## config.mk

```make
export PLATFORM = sky130hd
export DESIGN_NAME = pascal_keyword_recognizer
export DESIGN_NICKNAME = d
export VERILOG_FILES = /design/src/hdl/pkr_pkg.sv /design/src/hdl/pkr_token_acc.sv /design/src/hdl/pkr_kw_match.sv /design/src/hdl/pascal_keyword_recognizer.sv
export VERILOG_INCLUDE_DIRS = /design/src /design/src/hdl
export SDC_FILE = /design/constraint.sdc
export NUM_CORES = 1
export LEC_CHECK = 0
export ABC_AREA = 1
export ABC_CLOCK_PERIOD_IN_PS = 3400
export BUFFER_PORTS_ARGS = -buffer_cell sky130_fd_sc_hd__clkbuf_2
export CAP_MARGIN = 5
export CORE_ASPECT_RATIO = 0.5
export CORE_MARGIN = 2
export CORE_UTILIZATION = 52
export DETAILED_ROUTE_END_ITERATION = 16
export GPL_TIMING_DRIVEN = 0
export PLACE_DENSITY = 0.72
export SYNTH_ARGS = -nofsm -noshare
export SYNTH_HDL_FRONTEND = slang
export SYNTH_SLANG_ARGS = --single-unit
export TNS_END_PERCENT = 1
```

## constraint.sdc

```tcl
create_clock -name clk_i -period 3.4 [get_ports clk_i]
set_clock_uncertainty 0.2 [all_clocks]
set_input_delay 0.17 -clock clk_i [delete_from_list [all_inputs] [get_ports clk_i]]
set_output_delay 0.17 -clock clk_i [all_outputs]
set_load 0.03 [all_outputs]
```

## src/hdl/pascal_keyword_recognizer_defines.svh

```systemverilog
// Assertion macros for the Pascal keyword recogniser.
// Used by the top level; clocked on clk_i and disabled while rst_ni is low.
`ifndef PASCAL_KEYWORD_RECOGNIZER_DEFINES_SVH
`define PASCAL_KEYWORD_RECOGNIZER_DEFINES_SVH

`ifndef SYNTHESIS
`define PKR_ASSERT_IMP(lbl, ante, cons, msg) \
  lbl: assert property (@(posedge clk_i) disable iff (!rst_ni) (ante) |-> (cons)) \
    else $error(msg);
`define PKR_ASSERT_NXT(lbl, ante, cons, msg) \
  lbl: assert property (@(posedge clk_i) disable iff (!rst_ni) (ante) |=> (cons)) \
    else $error(msg);
`else
`define PKR_ASSERT_IMP(lbl, ante, cons, msg)
`define PKR_ASSERT_NXT(lbl, ante, cons, msg)
`endif

`endif

```

## src/hdl/pkr_pkg.sv

```systemverilog
// Shared types, constants and the reserved-word table of the keyword recogniser.
// No dependencies; imported by every module of the block.
`timescale 1ns / 1ps
`default_nettype none

package pkr_pkg;

  localparam int TOK_LEN  = 8;
  localparam int IDX_W    = $clog2(TOK_LEN);
  localparam int FILL_W   = $clog2(TOK_LEN + 1);
  localparam int KW_COUNT = 43;

  localparam logic [7:0] CH_UNDERSCORE = 8'h5F;
  localparam logic [7:0] CH_SPACE      = 8'h20;
  localparam logic [7:0] CASE_BIT      = 8'h20;
  localparam logic [3:0] NO_OPERATOR   = 4'd15;
  localparam logic [5:0] CLASS_IDENT   = 6'd0;

  typedef struct packed {
    logic       skip;
    logic       store;
    logic       term;
    logic [7:0] upper;
  } char_class_t;

  // Words are held with the first character in the most significant byte.
  typedef struct packed {
    logic [63:0] word;
    logic [5:0]  cls;
    logic [3:0]  opc;
  } kw_entry_t;

  localparam kw_entry_t KW_ROM [KW_COUNT] = '{
    '{"AND     ", 6'd39, 4'd2},  '{"ARRAY   ", 6'd44, 4'd15}, '{"BEGIN   ", 6'd19, 4'd15},
    '{"CASE    ", 6'd21, 4'd15}, '{"CONST   ", 6'd28, 4'd15}, '{"DIV     ", 6'd39, 4'd3},
    '{"DO      ", 6'd6, 4'd15},  '{"DOWNTO  ", 6'd8, 4'd15},  '{"ELSE    ", 6'd13, 4'd15},
    '{"END     ", 6'd9, 4'd15},  '{"EXTERNAL", 6'd53, 4'd15}, '{"FILE    ", 6'd46, 4'd15},
    '{"FOR     ", 6'd24, 4'd15}, '{"FORWARD ", 6'd34, 4'd15}, '{"FUNCTION", 6'd32, 4'd15},
    '{"GOTO    ", 6'd26, 4'd15}, '{"IF      ", 6'd20, 4'd15}, '{"IMPLEMEN", 6'd52, 4'd15},
    '{"IN      ", 6'd41, 4'd14}, '{"INTERFAC", 6'd51, 4'd15}, '{"LABEL   ", 6'd27, 4'd15},
    '{"MOD     ", 6'd39, 4'd4},  '{"NOT     ", 6'd38, 4'd15}, '{"OF      ", 6'd11, 4'd15},
    '{"OR      ", 6'd40, 4'd7},  '{"OTHERWIS", 6'd55, 4'd15}, '{"PACKED  ", 6'd43, 4'd15},
    '{"PROCEDUR", 6'd31, 4'd15}, '{"PROGRAM ", 6'd33, 4'd15}, '{"RECORD  ", 6'd45, 4'd15},
    '{"REPEAT  ", 6'd22, 4'd15}, '{"SEGMENT ", 6'd33, 4'd15}, '{"SEPARATE", 6'd54, 4'd15},
    '{"SET     ", 6'd42, 4'd15}, '{"THEN    ", 6'd12, 4'd15}, '{"TO      ", 6'd7, 4'd15},
    '{"TYPE    ", 6'd29, 4'd15}, '{"UNIT    ", 6'd50, 4'd15}, '{"UNTIL   ", 6'd10, 4'd15},
    '{"USES    ", 6'd49, 4'd15}, '{"VAR     ", 6'd30, 4'd15}, '{"WHILE   ", 6'd23, 4'd15},
    '{"WITH    ", 6'd25, 4'd15}
  };

endpackage

`default_nettype wire

```

## src/hdl/pkr_token_acc.sv

```systemverilog
// Character classification and token accumulator: eight token bytes, fill and
// character counts. Depends on pkr_pkg.
`timescale 1ns / 1ps
`default_nettype none

module pkr_token_acc
  import pkr_pkg::*;
(
  input  wire logic              clk_i,
  input  wire logic              rst_ni,
  input  wire logic              step_i,
  input  wire logic [7:0]        ch_i,
  output char_class_t            cls_o,
  output logic [63:0]            token_o,
  output logic [15:0]            consumed_o,
  output logic [FILL_W-1:0]      fill_o
);

  logic [7:0]        tok_q [TOK_LEN];
  logic [FILL_W-1:0] fill_q;
  logic [15:0]       cnt_q;
  logic [7:0]        folded;

  always_comb begin
    folded = ch_i;
    if (ch_i inside {[8'h61:8'h7A]}) begin
      folded = ch_i & ~CASE_BIT;
    end
    cls_o.upper = folded;
    cls_o.skip  = (ch_i == CH_UNDERSCORE);
    cls_o.store = (folded inside {[8'h41:8'h5A], [8'h30:8'h39]});
    cls_o.term  = !cls_o.skip && !cls_o.store;
  end

  always_ff @(posedge clk_i or negedge rst_ni) begin
    if (!rst_ni) begin
      for (int i = 0; i < TOK_LEN; i++) begin
        tok_q[i] <= CH_SPACE;
      end
      fill_q <= '0;
      cnt_q  <= '0;
    end else if (step_i) begin
      if (cls_o.term) begin
        for (int i = 0; i < TOK_LEN; i++) begin
          tok_q[i] <= CH_SPACE;
        end
        fill_q <= '0;
        cnt_q  <= '0;
      end else begin
        cnt_q <= cnt_q + 16'd1;
        if (cls_o.store && (fill_q < FILL_W'(TOK_LEN))) begin
          tok_q[fill_q[IDX_W-1:0]] <= cls_o.upper;
          fill_q <= fill_q + FILL_W'(1);
        end
      end
    end
  end

  always_comb begin
    for (int i = 0; i < TOK_LEN; i++) begin
      token_o[8*i +: 8] = tok_q[i];
    end
  end

  assign consumed_o = cnt_q;
  assign fill_o     = fill_q;

endmodule

`default_nettype wire

```

## src/hdl/pkr_kw_match.sv

```systemverilog
// Parallel compare of the token against the reserved-word table.
// Depends on pkr_pkg for the table and the no-operator code.
`timescale 1ns / 1ps
`default_nettype none

module pkr_kw_match
  import pkr_pkg::*;
(
  input  wire logic [63:0] token_i,
  output logic [5:0]       cls_o,
  output logic [3:0]       opc_o,
  output logic             found_o
);

  logic [63:0] tok_rev;

  always_comb begin
    for (int i = 0; i < TOK_LEN; i++) begin
      tok_rev[8*(TOK_LEN-1-i) +: 8] = token_i[8*i +: 8];
    end
  end

  // The table holds each word once, so at most one entry can hit.
  always_comb begin
    cls_o   = CLASS_IDENT;
    opc_o   = NO_OPERATOR;
    found_o = 1'b0;
    for (int k = 0; k < KW_COUNT; k++) begin
      if (tok_rev == KW_ROM[k].word) begin
        cls_o   = KW_ROM[k].cls;
        opc_o   = KW_ROM[k].opc;
        found_o = 1'b1;
      end
    end
  end

endmodule

`default_nettype wire

```

## src/hdl/pascal_keyword_recognizer.sv

```systemverilog
// Top level of the Pascal keyword recogniser: input register, token
// accumulator, table match and result register. Depends on pkr_pkg,
// pkr_token_acc, pkr_kw_match and pascal_keyword_recognizer_defines.svh.
//
//   channel  direction  handshake                  payload
//   in       sink       in_valid_i / in_stall_o    ch_i
//   out      source     out_valid_o / out_stall_i  symbol_class_o, operator_code_o,
//                                                  found_o, token_text_o, chars_consumed_o
//
// One character is accepted per cycle while in_stall_o is low; a result passes
// from its terminating character through the input register and the result
// register. Reset clears the token to spaces and both counts to zero.
// While a result waits under out_stall_i, a further terminator holds in the
// input register and in_stall_o rises; letters, digits and underscores go on.
`timescale 1ns / 1ps
`default_nettype none
`include "pascal_keyword_recognizer_defines.svh"

module pascal_keyword_recognizer
  import pkr_pkg::*;
(
  input  wire logic        clk_i,
  input  wire logic        rst_ni,
  input  wire logic        in_valid_i,
  output logic             in_stall_o,
  input  wire logic [7:0]  ch_i,
  output logic             out_valid_o,
  input  wire logic        out_stall_i,
  output logic [5:0]       symbol_class_o,
  output logic [3:0]       operator_code_o,
  output logic             found_o,
  output logic [63:0]      token_text_o,
  output logic [15:0]      chars_consumed_o
);

  logic              in_valid_q;
  logic [7:0]        ch_q;
  logic              advance;
  char_class_t       cls;
  logic [63:0]       token;
  logic [15:0]       consumed;
  logic [FILL_W-1:0] fill;
  logic [5:0]        m_cls;
  logic [3:0]        m_opc;
  logic              m_found;
  logic              out_valid_q;
  logic [5:0]        cls_q;
  logic [3:0]        opc_q;
  logic              found_q;
  logic [63:0]       text_q;
  logic [15:0]       count_q;

  assign advance    = in_valid_q && (!cls.term || !out_valid_q || !out_stall_i);
  assign in_stall_o = in_valid_q && !advance;

  always_ff @(posedge clk_i or negedge rst_ni) begin
    if (!rst_ni) begin
      in_valid_q <= 1'b0;
    end else if (!in_stall_o) begin
      in_valid_q <= in_valid_i;
    end
  end

  always_ff @(posedge clk_i) begin
    if (in_valid_i && !in_stall_o) begin
      ch_q <= ch_i;
    end
  end

  pkr_token_acc u_acc (
    .clk_i      (clk_i),
    .rst_ni     (rst_ni),
    .step_i     (advance),
    .ch_i       (ch_q),
    .cls_o      (cls),
    .token_o    (token),
    .consumed_o (consumed),
    .fill_o     (fill)
  );

  pkr_kw_match u_match (
    .token_i (token),
    .cls_o   (m_cls),
    .opc_o   (m_opc),
    .found_o (m_found)
  );

  always_ff @(posedge clk_i or negedge rst_ni) begin
    if (!rst_ni) begin
      out_valid_q <= 1'b0;
    end else if (advance && cls.term) begin
      out_valid_q <= 1'b1;
    end else if (!out_stall_i) begin
      out_valid_q <= 1'b0;
    end
  end

  always_ff @(posedge clk_i) begin
    if (advance && cls.term) begin
      cls_q   <= m_cls;
      opc_q   <= m_opc;
      found_q <= m_found;
      text_q  <= token;
      count_q <= consumed;
    end
  end

  assign out_valid_o      = out_valid_q;
  assign symbol_class_o   = cls_q;
  assign operator_code_o  = opc_q;
  assign found_o          = found_q;
  assign token_text_o     = text_q;
  assign chars_consumed_o = count_q;

  `PKR_ASSERT_IMP(a_fill_bound, 1'b1, fill <= FILL_W'(TOK_LEN),
                  "token fill count exceeds eight")
  `PKR_ASSERT_NXT(a_clear_on_term, advance && cls.term,
                  fill == '0 && consumed == 16'd0,
                  "accumulator not cleared after a terminator")
  `PKR_ASSERT_IMP(a_nomatch_code, out_valid_o && !found_o,
                  symbol_class_o == CLASS_IDENT && operator_code_o == NO_OPERATOR,
                  "unmatched result carries a keyword code")
  `PKR_ASSERT_IMP(a_stall_only_term, in_stall_o, in_valid_q && cls.term && out_valid_q,
                  "input stalled without a waiting terminator")

endmodule

`default_nettype wire
```

==> results of run 1 <==
stage by stage:
stage / power (mW) / hold WS, ps
floorplan: 3.346 / -325.6
global placement: 3.669 / 147.7
detailed placement: 3.697 / -23.60
CTS: 5.654 / 69.02
global route: 5.828 / 122.3
finish: 5.656 / 92.24
cell usage in the layout, fill, tap and decap left out, drive strengths merged, types with 8 or more instances in the layout:
master,synthesis,final
clkbuf,3,127
dfrtp,78,78
dfstp,8,8
dlygate4sd3,0,11
edfxtp,99,99
inv,139,142
nand2,169,169
nand3,84,84
nand3b,9,9
nand4,52,52
nor2,150,150
nor3,51,51
nor4,23,23
o21ai,29,29
o22ai,37,37
layer usage:
metal | vias to the layer above | wire (um) | track usage [%]
met1 | 3917 | 13430 | 50.30
met4 | 0 | 422 | 6.977
met3 | 36 | 3098 | 7.837
li1 | 3670 | - | -
met5 | - | 0 | 0
met2 | 458 | 12750 | 47.30
flip-flops by register name, summed over array words and instances, names as in the netlist:
signal / flops
in_valid_q: 1
chars_consumed_o: 16
token_text_o: 64
ch_q: 8
u_acc.fill_o: 4
symbol_class_o: 6
u_acc.consumed_o: 16
out_valid_o: 1
found_o: 1
u_acc.token_o: 64
operator_code_o: 4
power breakdown:
| group | switching [mW] | total, mW | internal [mW] |
|---|---|---|---|
| Combinational | 0.771 | 0.990 | 0.220 |
| Clock | 0.918 | 1.97 | 1.06 |
| Sequential | 0.0981 | 2.69 | 2.59 |
area by class of cell:
type	count	area (sq um)	share of cell area (%)
plain buffers	8	66.31	0.6263
clock buffers	20	446.7	4.218
clock inverters	12	137.6	1.300
inverters	141	553.0	5.223
multi-input cells	647	3278	30.96
flip-flops and latches	185	5135	48.49
well taps	227	284.0	2.682
repair buffers	117	688.2	6.499
kinds of logic after synthesis:
group	count (synthesis)	share of synthesized area (%)
compound gates	87	5.852
xor+xnor	7	0.6811
fa+ha+maj	2	0.2780
buf+inv	149	6.700
flops	185	57.05
simple gates	551	29.44
path summary, 6_finish.rpt:
check                           depth (start not counted)                   end  slack, ps
worst max-delay path                                   12     symbol_class_o[0]         90
worst max register to register                         12     symbol_class_o[0]         90
worst min register to register                          0      token_text_o[15]        250
max in group asynchronous                               3     u_acc.token_o[21]       2200
min in group clk_i                                      0      token_text_o[15]        250
worst min-delay path                                    2  u_acc.consumed_o[14]         90
timing repair:
item                                   CTS  global route
hold buffers                            11             0
setup endpoints to repair                1            73
endpoints found under the hold margin   90             0
gates resized for setup                  1             6
==> metrics.log, run 1 <==
INFO  metric final_hold_vio_count = 0
INFO  metric setup_slack = 93.44 ps
INFO  metric firstDrtPassIters = 8
INFO  metric crit_family = simple AND/OR/NAND/NOR gates
INFO  metric synth.net_count = 995
INFO  metric path_clk_slew = 70 ps
INFO  metric io_pins = 105
INFO  metric fin_cells = 1357
INFO  metric place.port_buffers = around 100
INFO  metric fin_setup_tns = 0 ps
INFO  metric detailed_place.area = 0.009866 sq mm
INFO  metric number_of_flops_mapped_to_enable_cells_by_yosys = 99
INFO  metric insertedDiodeCount = 0
INFO  metric fmax = 302.4 MHz
INFO  metric antenna_found_initial = 0
INFO  metric grt.overflow.total = 0
INFO  metric post_drt_via_cell_ratio = 5.955
INFO  metric cts_inserted_buffers = 17
INFO  metric dieWidth = 190.1 um
INFO  metric yosys-top-cells-count = 150 x sky130_fd_sc_hd__nand2_1, 144 x sky130_fd_sc_hd__nor2_1, 131 x sky130_fd_sc_hd__inv_1
INFO  metric cts_htree_levels = 4
INFO  metric grt_max_degree = a little over 70
INFO  metric clock_tree.buffer_depth = 2
INFO  metric area_growth_from_synthesis_to_layout = 17.64%
INFO  metric critical_path.n_buffers_inverters = 1
INFO  metric ir_worst_vdd = ~0.00037 V
INFO  metric synth_top_area_share = 33.03%
INFO  metric postRouteWirelength = 29700 um
INFO  metric synth-async-reset-ratio = 46.49%
INFO  metric cts_tree = built
INFO  metric std_cell_rows = 33
INFO  metric grt_pass1_vias = 7390
INFO  metric placeableCoreArea = 0.01664 sq mm
INFO  metric critPathMaxStageDelay = around 630 ps
INFO  metric place_hpwl = between 20000 and 25000 um
INFO  metric biggest_fanout_along_the_worst_timing_path = 6
INFO  metric hold_path.class = input pin to asynchronous set/reset pin
INFO  metric fin_util = 63.64%
INFO  metric rr_startpoint = u_acc.token_o[15]
INFO  metric synthMostInstantiatedCell = sky130_fd_sc_hd__nand2_1
INFO  metric setup.worst_path.end_class = flop
INFO  metric critical_path_class = flop to flop
INFO  metric max-cap-violations = 0
INFO  metric cp_common_cell = sky130_fd_sc_hd__nand3_1
INFO  metric floorplan.die.height = about 97 um
INFO  metric detail_route.drc_violations = 0
INFO  metric post_route_cells_drive_above_1_share = 17.17%
INFO  metric worst_ep_arrival_time = 3390 ps
INFO  metric worstPathCellList = inv_1 -> nand2_1 -> nor3_2 -> nand3_1 -> nor4_1 -> nand3_1 -> and2_1 -> nand2_1 -> nor2_1 -> nand3_1 -> nor3_1 -> nand3_1
INFO  metric source_to_sink_clock_delay_at_the_later_pin_of_the_worst_skew_pair = roughly 430 ps
INFO  metric slew-limit-headroom = 43.64%
INFO  metric synth.ff_latch_count = about 190
INFO  metric slowest_stage = sky130_fd_sc_hd__nor4_1
INFO  metric post-route-min-period = 3307 ps
INFO  metric dominantRegCellSynth = sky130_fd_sc_hd__edfxtp_1
INFO  metric cts_root_cell = sky130_fd_sc_hd__clkbuf_16
INFO  metric grt_pass1_wl = 44730 um
INFO  metric synth_area_per_cell = 9.175 sq um
INFO  metric largest_area_contributor_in_the_synthesized_netlist = sky130_fd_sc_hd__edfxtp_1
INFO  metric setup_viol = 0
INFO  metric routed-via-count = 8081
INFO  metric number_of_post_cts_setup_repair_buffers = 0
INFO  metric yosys_warnings = 0
INFO  metric final.period_utilization = 97.25%
INFO  metric timing_worst_slew_pin_value = 837.7 ps
INFO  metric critical_path.startpoint = u_acc.token_o[15]
INFO  metric place_congestion = 0.9919
INFO  metric detail_route.iter0.violations = 1084
INFO  metric cellPowerDensity = 534.1 mW/mm^2
INFO  metric num-nets-final = about 1100
INFO  metric pre_cts_ws = 23.51 ps
INFO  metric outcome = finished, final reports clean
INFO  metric syn_inst = 981
INFO  metric drv_slew = 0
INFO  metric layout.filler_cells = around 1400
INFO  metric required_time_of_the_critical_path = 3490 ps
INFO  metric globalRouteTotalUtil = between 30% and 40%
INFO  metric dpl.cell_count = 1314
INFO  metric detail-route-antenna-nets = 0
INFO  metric grt_setup_unrepaired = no
INFO  metric synth_cell_types = between 40 and 50
INFO  metric startpoint_type_of_the_worst_setup_path = flop
INFO  metric synthesis.area = 0.009001 sq mm
INFO  metric power_leakage = around 4.5 nW
INFO  metric finalInstanceArea = 0.01059 sq mm
INFO  metric routed_wl_per_cell = 21.89 um
INFO  metric dieArea = approximately 0.018 sq mm
INFO  metric netlist_top_cells_area = sky130_fd_sc_hd__edfxtp_1 33%, sky130_fd_sc_hd__dfrtp_1 22%, sky130_fd_sc_hd__nand2_1 6.3%
INFO  metric cts.sink_count = 185
INFO  metric initial_core_utilization = 54.09%
INFO  metric synth_sequential_area_ratio = between 50% and 60%
No activity file was read; power rests on OpenSTA's default activity.
==> inputs of run 2 (changes only) <==
--- a/config.mk
+++ b/config.mk
@@ -12,10 +12,10 @@
 export CAP_MARGIN = 5
 export CORE_ASPECT_RATIO = 0.5
 export CORE_MARGIN = 2
-export CORE_UTILIZATION = 52
+export CORE_UTILIZATION = 59
 export DETAILED_ROUTE_END_ITERATION = 16
 export GPL_TIMING_DRIVEN = 0
-export PLACE_DENSITY = 0.72
+export PLACE_DENSITY = 0.81
 export SYNTH_ARGS = -nofsm -noshare
 export SYNTH_HDL_FRONTEND = slang
 export SYNTH_SLANG_ARGS = --single-unit
==> metrics.log, run 2 (synthesis results as in run 1) <==
INFO  metric worst_ep_arrival_time = 3570 ps (was 3390 ps)
INFO  metric firstDrtPassIters = 6 (was 8)
INFO  metric r2r.worst_path.cells = 12 (unchanged)
INFO  metric timing_worst_slew_pin_value = 1113 ps (was 837.7 ps)
INFO  metric io_pins = 105 (unchanged)
INFO  metric std_cell_rows = 31 (was 33)
INFO  metric cellPowerDensity = 540.1 mW/mm^2 (was 534.1 mW/mm^2)
INFO  metric place_hpwl = 22940 um (was 22390 um)
INFO  metric antenna_found_initial = 0 (unchanged)
INFO  metric path_clk_slew = 80 ps (was 70 ps)
INFO  metric slew-limit-headroom = 25.13% (was 43.64%)
INFO  metric detail-route-antenna-nets = 0 (unchanged)
INFO  metric drv_slew = 0 (unchanged)
INFO  metric cts_inserted_buffers = 17 (unchanged)
INFO  metric top_signal_layer_used = met4 (unchanged)
INFO  metric commonest_non_fill_non_tap_cell_in_the_layout = sky130_fd_sc_hd__nand2_1 (unchanged)
INFO  metric violations_in_the_final_reports = setup timing
INFO  metric final_hold_vio_count = 0 (unchanged)
INFO  metric fin_setup_tns = -131.2 ps (was 0 ps)
INFO  metric critPathMaxStageDelay = 720 ps (was 630 ps)
INFO  metric share_clk_of_total_power = 34.4% (was 34.9%)
INFO  metric detail_route.iter0.violations = 1372 (was 1084)
INFO  metric grt.overflow.total = 0 (unchanged)
INFO  metric hold_path.class = input pin to asynchronous set/reset pin (unchanged)
INFO  metric whs = 84.08 ps (was 92.24 ps)
INFO  metric rr_startpoint = u_acc.token_o[15] (unchanged)
INFO  metric netSwitchingFraction = 33.59% (was 31.58%)
INFO  metric cp_common_cell = sky130_fd_sc_hd__nand3_1 (unchanged)
INFO  metric critical_path_class = flop to flop (unchanged)
INFO  metric number_of_post_cts_setup_repair_buffers = 0 (unchanged)
INFO  metric num-nets-final = 1131 (unchanged)
INFO  metric grt_max_degree = 49 (was 72)
INFO  metric biggest_fanout_along_the_worst_timing_path = 6 (unchanged)
INFO  metric max-cap-violations = 0 (unchanged)
INFO  metric ir_worst_vdd = 0.0004457 V (was 0.0003729 V)
INFO  metric slowest_stage = sky130_fd_sc_hd__nor3_1 (was sky130_fd_sc_hd__nor4_1)
INFO  metric post-route-min-period = 3466 ps (was 3307 ps)
INFO  metric post_route_cells_drive_above_1_share = 17.17% (unchanged)
INFO  metric source_to_sink_clock_delay_at_the_later_pin_of_the_worst_skew_pair = 450 ps (was 430 ps)
INFO  metric placeableCoreArea = 0.01470 sq mm (was 0.01664 sq mm)
INFO  metric routed-wl-met3 = 4923 um (was 3098 um)
INFO  metric p_int = 3.782 mW (was 3.869 mW)
INFO  metric place.port_buffers = 104 (unchanged)
INFO  metric top_library_cells_by_usage_in_the_layout_fill_and_taps_aside = 150 x sky130_fd_sc_hd__nand2_1, 144 x sky130_fd_sc_hd__nor2_1, 130 x sky130_fd_sc_hd__inv_1 (unchanged)
INFO  metric routed-via-count = 8855 (was 8081)
INFO  metric detail_route.drc_violations = 0 (unchanged)
INFO  metric postRouteWirelength = 33050 um (was 29700 um)
INFO  metric cts.sink_count = 185 (unchanged)
INFO  metric initial_core_utilization = 61.23% (was 54.09%)
INFO  metric routed_wl_per_cell = 24.88 um (was 21.89 um)
INFO  metric worstPathCellList = inv_1 -> nand2_1 -> nor3_1 -> nand3_1 -> nor4_1 -> nand3_1 -> and2_1 -> nand2_1 -> nor2_1 -> nand3_1 -> nor3_1 -> nand3_1 (was inv_1 -> nand2_1 -> nor3_2 -> nand3_1 -> nor4_1 -> nand3_1 -> and2_1 -> nand2_1 -> nor2_1 -> nand3_1 -> nor3_1 -> nand3_1)
INFO  metric worst-r2r-setup-slack = -70 ps (was 90 ps)
INFO  metric post_drt_via_cell_ratio = 6.668 (was 5.955)
INFO  metric grt_setup_unrepaired = yes (was no)
INFO  metric area_growth_from_synthesis_to_layout = 17.11% (was 17.64%)
INFO  metric startpoint_type_of_the_worst_setup_path = flop (unchanged)
INFO  metric setup_viol = 3 (was 0)
INFO  metric final.period_utilization = 101.9% (was 97.25%)
INFO  metric dieArea = 0.01632 sq mm (was 0.01844 sq mm)
INFO  metric grt_pass1_wl = 49780 um (was 44730 um)
INFO  metric routed-wl-met2 = 13980 um (was 12750 um)
INFO  metric net-switching-power = 1.912 mW (was 1.786 mW)
INFO  metric pre_cts_ws = -69.40 ps (was 23.51 ps)
INFO  metric cts_tree = built (unchanged)
INFO  metric floorplan.die.height = 91.34 um (was 97.03 um)
INFO  metric cts_htree_levels = 4 (unchanged)
INFO  metric globalRouteTotalUtil = 41.90% (was 32.83%)
INFO  metric clock_tree.buffer_depth = 2 (unchanged)
INFO  metric outcome = finished with violations (was finished, final reports clean)
INFO  metric fmax = 288.6 MHz (was 302.4 MHz)
INFO  metric dieWidth = 178.7 um (was 190.1 um)
INFO  metric reg2reg_to = symbol_class_o[0] (unchanged)
INFO  metric power.share.sequential = 47.5% (was 47.6%)
INFO  metric power_leakage = 4.549 nW (was 4.537 nW)
INFO  metric comb_power_share = 18.1% (was 17.5%)
INFO  metric setup.worst_path.end_class = flop (unchanged)
INFO  metric grt_pass1_vias = 8140 (was 7390)
INFO  metric cts_root_cell = sky130_fd_sc_hd__clkbuf_16 (unchanged)
INFO  metric setup_slack = -65.50 ps (was 93.44 ps)
INFO  metric required_time_of_the_critical_path = 3500 ps (was 3490 ps)
INFO  metric insertedDiodeCount = 0 (unchanged)
INFO  metric place_congestion = 1.009 (was 0.9919)
INFO  metric wl_met1 = 12610 um (was 13430 um)
[run 2: power groups by stage]
stage / Combinational (mW) / Sequential [mW] / Clock (mW)
6_report: 1.03 / 2.70 / 1.96
5_1_grt: 1.08 / 2.72 / 2.03
4_1_cts: 0.985 / 2.69 / 1.92
3_5_place_dp: 0.964 / 2.73 / 0
3_3_place_gp: 0.923 / 2.73 / 0
2_1_floorplan: 0.358 / 2.99 / 0
[run 2: worst max-delay path, delay by kind of cell, from the launching register on]
kind / cells / cell delay, ps
buffers and inverters: 1 / 70
flip-flops: 1 / 380
AND/OR/NAND/NOR: 11 / 2660
[run 2: metal layers]
metal  global-route usage [%]  vias up
met2                    60.94      876
met4                    15.72        0
met5                        0        -
met3                    14.28      161
met1                    58.34     4162
li1                         -     3656
[run 2: how the worst max path moves through the flow]
stage,end,slack (ps),from,depth (start not counted)
after detailed placement,found_o,-70,u_acc.token_o[40],14
final,symbol_class_o[0],-70,u_acc.token_o[15],12
after CTS,chars_consumed_o[12],70,ch_q[0],12
after global placement,token_text_o[28],-570,ch_q[0],11
after floorplan,chars_consumed_o[0],290,ch_q[3],12
after global routing,u_acc.consumed_o[3],-6,ch_q[2],13
[run 2: through the flow]
step	std cells	utilization (%)	power (mW)	instance area, sq um
floorplan	981	-	3.346	9001
global placement	1283	66.46	3.648	9769
detailed placement	1285	66.81	3.692	9822
CTS	1328	71.49	5.588	10510
global route	1328	71.71	5.825	10540
finish	1328	71.71	5.694	10540
[run 2: area by class of cell]
| type | count | area, sq um |
|---|---|---|
| timing repair buffer | 117 | 680.7 |
| fill | 993 | 4159 |
| sequential | 185 | 5135 |
| tap | 198 | 247.7 |
| clock inverter | 14 | 140.1 |
| multi-input combinational | 647 | 3289 |
| inverter | 141 | 553.0 |
| buffer | 8 | 66.31 |
| clock buffer | 18 | 429.2 |
[run 2: repair_timing]
item / CTS / global route
endpoints found under the setup margin: 46 / 50
hold buffers: 11 / 0
hold endpoints to repair: 48 / 0
gates resized for setup: 2 / 7
